`config.mk`:
```
export PLATFORM = sky130hd
export DESIGN_NAME = clle_obuf
export DESIGN_NICKNAME = d
export VERILOG_FILES = /design/src/clle_pkg.sv /design/src/clle_obuf.sv
export SDC_FILE = /design/constraint.sdc
export NUM_CORES = 1
export LEC_CHECK = 0
export BUFFER_PORTS_ARGS = -buffer_cell sky130_fd_sc_hd__buf_2
export CORE_ASPECT_RATIO = 0.6
export CORE_MARGIN = 1.5
export CORE_UTILIZATION = 44
export CTS_CLUSTER_DIAMETER = 80
export CTS_CLUSTER_SIZE = 28
export DETAILED_ROUTE_END_ITERATION = 6
export GPL_TIMING_DRIVEN = 1
export PLACE_DENSITY = 0.89
export SYNTH_ARGS = -nofsm -noshare
export SYNTH_HDL_FRONTEND = slang
export SYNTH_SLANG_ARGS = --single-unit
```
`constraint.sdc`:
```
create_clock -name clk -period 4.9 [get_ports clk]
set_clock_uncertainty 0.1 [all_clocks]
set_input_delay 0.98 -clock clk [delete_from_list [all_inputs] [get_ports clk]]
set_output_delay 0.98 -clock clk [all_outputs]
set_load 0.01 [all_outputs]
```
`src/clle_pkg.sv`:
```
// Shared constants, types and codes of the cursor linked list engine
package clle_pkg;

    localparam int POOL_NODES   = 256;
    localparam int NODE_BITS    = $clog2(POOL_NODES);
    localparam int LINK_BITS    = NODE_BITS + 1;
    localparam int COUNT_BITS   = $clog2(POOL_NODES + 1);

    localparam int MODE_BITS    = 4;
    localparam int HANDLE_BITS  = 8;
    localparam int KEY_BITS     = 32;
    localparam int PAYLOAD_BITS = 32;
    localparam int INDEX_BITS   = 8;
    localparam int TOTAL_BITS   = 9;
    localparam int DATA_BITS    = KEY_BITS + PAYLOAD_BITS;

    typedef logic [LINK_BITS-1:0] link_t;
    typedef logic [NODE_BITS-1:0] node_t;

    localparam link_t NONE_NODE = LINK_BITS'(POOL_NODES);

    typedef enum logic [MODE_BITS-1:0] {
        MODE_INS_AFTER  = 4'd0,
        MODE_INS_BEFORE = 4'd1,
        MODE_REM_CURSOR = 4'd2,
        MODE_REM_HANDLE = 4'd3,
        MODE_SELECT     = 4'd4,
        MODE_PREV       = 4'd5,
        MODE_NEXT       = 4'd6,
        MODE_FIRST      = 4'd7,
        MODE_LAST       = 4'd8,
        MODE_READ       = 4'd9
    } mode_t;

    typedef enum logic [2:0] {
        ST_IDLE,
        ST_LOOK,
        ST_EXEC,
        ST_FIX,
        ST_RESULT
    } state_t;

    // Request as taken from the input stream
    typedef struct packed {
        logic [MODE_BITS-1:0]    mode;
        logic [PAYLOAD_BITS-1:0] payload;
        logic [KEY_BITS-1:0]     key;
        logic [HANDLE_BITS-1:0]  handle;
    } request_t;

    // Result; the last member sits in the lowest bits
    typedef struct packed {
        logic [TOTAL_BITS-1:0]   node_total;
        logic [PAYLOAD_BITS-1:0] cursor_payload;
        logic [KEY_BITS-1:0]     cursor_key;
        logic [INDEX_BITS-1:0]   cursor_index;
        logic                    cursor_present;
        logic                    ok;
    } result_t;

    localparam int IN_DATA_BITS   = PAYLOAD_BITS + KEY_BITS + HANDLE_BITS;
    localparam int IN_TDATA_BITS  = ((IN_DATA_BITS + 7) / 8) * 8;
    localparam int RESULT_BITS    = $bits(result_t);
    localparam int OUT_TDATA_BITS = ((RESULT_BITS + 7) / 8) * 8;

endpackage

```
`src/clle_obuf.sv`:
```
// Output register between the sequencer and the result stream
module clle_obuf
    import clle_pkg::*;
(
    input  logic    clk,
    input  logic    rst_n,
    input  logic    res_valid,
    output logic    res_ready,
    input  result_t res,
    output logic    out_valid,
    input  logic    out_ready,
    output result_t out_res
);

    logic    valid_reg, valid_next;
    result_t data_reg, data_next;

    assign res_ready = !valid_reg || out_ready;
    assign out_valid = valid_reg;
    assign out_res   = data_reg;

    always_comb
    begin
        valid_next = valid_reg;
        data_next  = data_reg;
        if (res_valid && res_ready)
        begin
            valid_next = 1'b1;
            data_next  = res;
        end
        else if (out_ready)
        begin
            valid_next = 1'b0;
        end
    end

    always_ff @(posedge clk or negedge rst_n)
    begin
        if (!rst_n)
        begin
            valid_reg <= 1'b0;
        end
        else
        begin
            valid_reg <= valid_next;
        end
    end

    always_ff @(posedge clk)
    begin
        data_reg <= data_next;
    end

endmodule

```
Word-level counts from Yosys, hierarchy flattened
Index checks and enable logic that the tools add are counted.

$lt $le $gt $ge: 0. Multipliers: 0. Bitwise operators: 0. Equal/unequal tests: 0. Add/subtract/negate cells: 0. Shifts and indexed selects: 0. Mux-type cells: 2. Reductions and logical operators: 4. Divide/modulo/power cells: 0.

Operators by type and width (count): $mux W1 (2); $reduce_bool A2 Y1 (1); $logic_and A1 B1 Y1 (1); $logic_not A1 Y1 (1); $logic_or A1 B1 Y1 (1).

RAM bits: 0. Output and inout port bits: 85. ROM bits: 0. Register bits: 84. Memories kept: 0. Bits of input ports: 87. Bits in latches: 0.

Depth between registers and ports, before layout
Word-level depth: 4. Mapped depth: 2.

Worst setup path before layout
No wires, ideal clock.

Path kind: input port to flip-flop. Start: input port out_ready. End: register data_reg (netlist bit out_res[0]) (enable). Required time: 4417 ps. Data arrival time: 1781 ps. Stages on the path: 2. Path slack: 2636 ps. Cell sequence: nand2b_4 > and2_4.

Cells in the longest elaborated chain, start to end: 2.

Ends and longest elaborated chain: start, declared (RTL line clle_obuf.sv:11) `input logic out_ready,`; $logic_or A1 B1 Y1 (RTL line clle_obuf.sv:18) `assign res_ready = !valid_reg || out_ready;`; $logic_and A1 B1 Y1 (RTL line clle_obuf.sv:26) `if (res_valid && res_ready)`; end signal, assigned (RTL line clle_obuf.sv:51) `data_reg <= data_next;`; end, declared (RTL line clle_obuf.sv:16) `result_t data_reg, data_next;`.

No other way between the ends. A chain may end at the register's enable or synchronous reset.

Worst setup path after layout
Start: input port out_ready. End: output port res_ready.

Cells in the longest elaborated chain, start to end: 1.

Ends and longest elaborated chain: $logic_or A1 B1 Y1 (RTL line clle_obuf.sv:18); end, declared (RTL line clle_obuf.sv:8) `output logic res_ready,`.

No other way between the ends.

==> results.txt <==
----------------------------------------------------
[Final layout]
  Highest-count cells in the layout ignoring fill and taps ... 171 x buf_2, 83 x edfxtp_1, 9 x clkbuf_8
  Post-Layout Inst Area ... 3720 µm²
  FF/Latch Area ... 2520 µm²
  Fraction of layout cells with a size suffix above 1 ... 0.682
  Most common library cell in the layout ignoring fill and taps ... buf_2
  Number of inserted filler cells in the final layout ... 413
  Antenna Diode Count ... 0
  Layout net count ... 356
  Layout Utilization ... 0.668
  Layout overhead on the synthesized area ... 46.0%
  Multi-input combinational cell area ... 28.8 µm²

[Die]
  I/O pin cnt ... 172
  Initial Util ... 0.457
  Die Span X ... 101 µm
  Core area ... 5570 µm²
  Total Die Area ... 6270 µm²
  Die Height ... 61.9 µm
  Number of core rows ... 21

[CTS]
  # hold bufs at CTS ... 0
  CTS tree ... built
  Worst-path clk slew ... 0.07 ns
  Insertion delay of the later-clocked pin in the worst-skew pair ... 0.33 ns
  Clock buffer count from CTS ... 9
  Post-CTS Setup Inserts ... 0
  Clock sink total ... 84
  Maximum level of the CTS H-tree ... 3
  CTS Buffer Depth ... 2
  Post-CTS Resized ... 0
  Master cell of the clock root buffer ... clkbuf_8

[Setup path]
  Maximum fanout along the worst path ... 3
  Cell family with the largest share of critical-path delay ... buffers and inverters
  Largest stage delay, worst path ... 0.13 ns
  Number of gates on the worst path with buffers counted ... 3
  RR Startpoint ... out_valid
  Number of cells traversed by the worst register-to-register path ... 2
  Endpoint of the most critical setup path ... res_ready
  Signal arrival time at the worst endpoint ... 1.34 ns
  Reg2reg end ... out_res[58]
  Worst Setup Path Type ... input port to output port
  FF-to-FF setup slack ... 3.06 ns
  Critical Path Sink Type ... output port
  Timing startpoint of the critical path ... out_ready
  Critical path cell sequence ... buf_2 > nand2b_4 > buf_2
  Crit path required time ... 3.82 ns
  Critical Path Slowest Stage Cell ... nand2b_4
  Most used cell, CP ... buf_2
  Startpoint types ... input port
  Buffer and inverter count on the worst path ... 2

[Pwr]
  Total power draw ... 0.00147 W
  Reg power frac ... 0.575
  Internal cell power ... 0.00117 W
  Max rail drop VDD ... 0.237 mV
  Cell Pwr Density ... 396 nW/µm²
  Fraction of power spent switching nets ... 0.203
  Combinational cell fraction of total power ... 0.074
  Leakage power of the design ... 1.59 nW
  P_sw ... 0.000299 W
  Clock group share of total power ... 0.351

[Global route]
  Number of global-route vias before repair ... 1404
  Total routing resource utilization after global routing ... 0.159
  Global route total overflow ... 0
  Global-route wire length before repair ... 6.80 mm
  Antenna violations before repair ... 0
  Maximum number of pins on one net before global-route repair ... 84

[Detailed routing]
  Average via count per standard cell ... 4.31
  Initial DRC Count ... 33
  Final wirelength ... 5.21 mm
  Residual antenna-violating net count after detailed routing ... 0
  Total number of vias ... 1524
  Residual DRC ... 0
  Number of iterations in the first detailed-routing pass ... 4
  WL per Instance ... 14.7 µm

[STA]
  Fin. max-slew vios ... 0
  Fmax achieved ... 413 MHz
  Tightest slew margin relative to the limit ... 0.313
  Crit path time final ... 2.42 ns
  Worst-Margin Slew ... 1.03 ns
  Final-report setup violation count ... 0
  Fin. Hold Viols ... 0
  Worst hold slack across all endpoints ... 0.303 ns
  Setup TNS Final ... 0 ns
  Tcrit/Tclk final ... 0.494
  Unrepaired setup endpoints after global routing ... no

[Synth]
  Synthesis Warnings ... 0
  Largest area contributor in the netlist ... edfxtp_1
  Combined area of all synthesized cells ... 2550 µm²
  Most area-consuming cells after synthesis ... edfxtp_1 98%, dfrtp_1 0.98%, nand2b_4 0.54%, and2_4 0.34%, nand2b_1 0.25%
  Number of standard cells after synthesis ... 87
  Net count after synthesis ... 174
  Average size of a mapped cell ... 29.3 µm²
  Number of unique standard cell types used by synthesis ... 5
  Top-area cell type share of the netlist area ... 0.979
  Proportion of synthesized chip area in sequential cells ... 0.989
  Synthesis-stage register bit count ... 84

[Hold path]
  Type of the most critical hold path ... input port to asynchronous set/reset pin

[Placement]
  Sum of net half-perimeters after detailed placement ... 3.88 mm
  Port Buffer Count ... 171
  Dpl cell area ... 3500 µm²
  Final weighted congestion of routability-driven global placement ... 0.729

[Run]
  Max-Cap Viols ... 0

[Status]
  Outcome ... finished clean

----------------------------------------------------
==> metal layers <==
metal	vias up	GRT usage	share of wire
li1	712	-	-
met1	710	0.161	0.37
met2	96	0.260	0.49
met3	6	0.123	0.13
met4	0	0.0516	0.0059
met5	-	0	0
==> synthesized netlist by cell type <==
library cell / n
nand2b_1: 1
dfrtp_1: 1
nand2b_4: 1
edfxtp_1: 83
and2_4: 1
==> power by group through the flow <==
| stage | Combinational [W] | Clock [W] | Sequential, W |
|---|---|---|---|
| global route | 0.000120 | 0.000561 | 0.000851 |
| finish | 0.000110 | 0.000517 | 0.000847 |
| detailed placement | 0.000111 | 0 | 0.000863 |
| CTS | 0.000111 | 0.000530 | 0.000847 |
| global placement | 0.000107 | 0 | 0.000861 |
| floorplan | 0.0000150 | 0 | 0.000885 |
==> cell families after synthesis <==
| group | count (synthesis) | synth area share |
|---|---|---|
| and+or+nand+nor | 3 | 0.0113 |
| DFF | 84 | 0.989 |
==> registers in the layout, summed over array words and instances (netlist names) <==
name / flops
out_res: 83
out_valid: 1
==> metrics by stage <==
stage	setup slack, ns	std cells
6_report	2.48	354
5_1_grt	2.47	354
4_1_cts	2.48	354
3_5_place_dp	2.37	338
3_3_place_gp	2.41	338
2_1_floorplan	2.64	87
==> cell type report <==
class | count | area share
well taps | 80 | 0.0269
multi-input cells | 3 | 0.00774
flip-flops and latches | 84 | 0.677
repair buffers | 171 | 0.230
clock inverters | 6 | 0.0239
clock buffers | 10 | 0.0343
==> how the worst min path moves through the flow <==
stage / cells past startpoint / end / startpoint / slack, ns
2_1_floorplan: 2 / out_valid / out_valid / 0.49
3_3_place_gp: 2 / out_valid / out_valid / 0.43
3_5_place_dp: 2 / out_valid / out_valid / 0.45
4_1_cts: 1 / out_valid / rst_n / 0.28
5_1_grt: 1 / out_valid / rst_n / 0.27
6_report: 1 / out_valid / rst_n / 0.30
No activity file was read; power rests on OpenSTA's default activity.
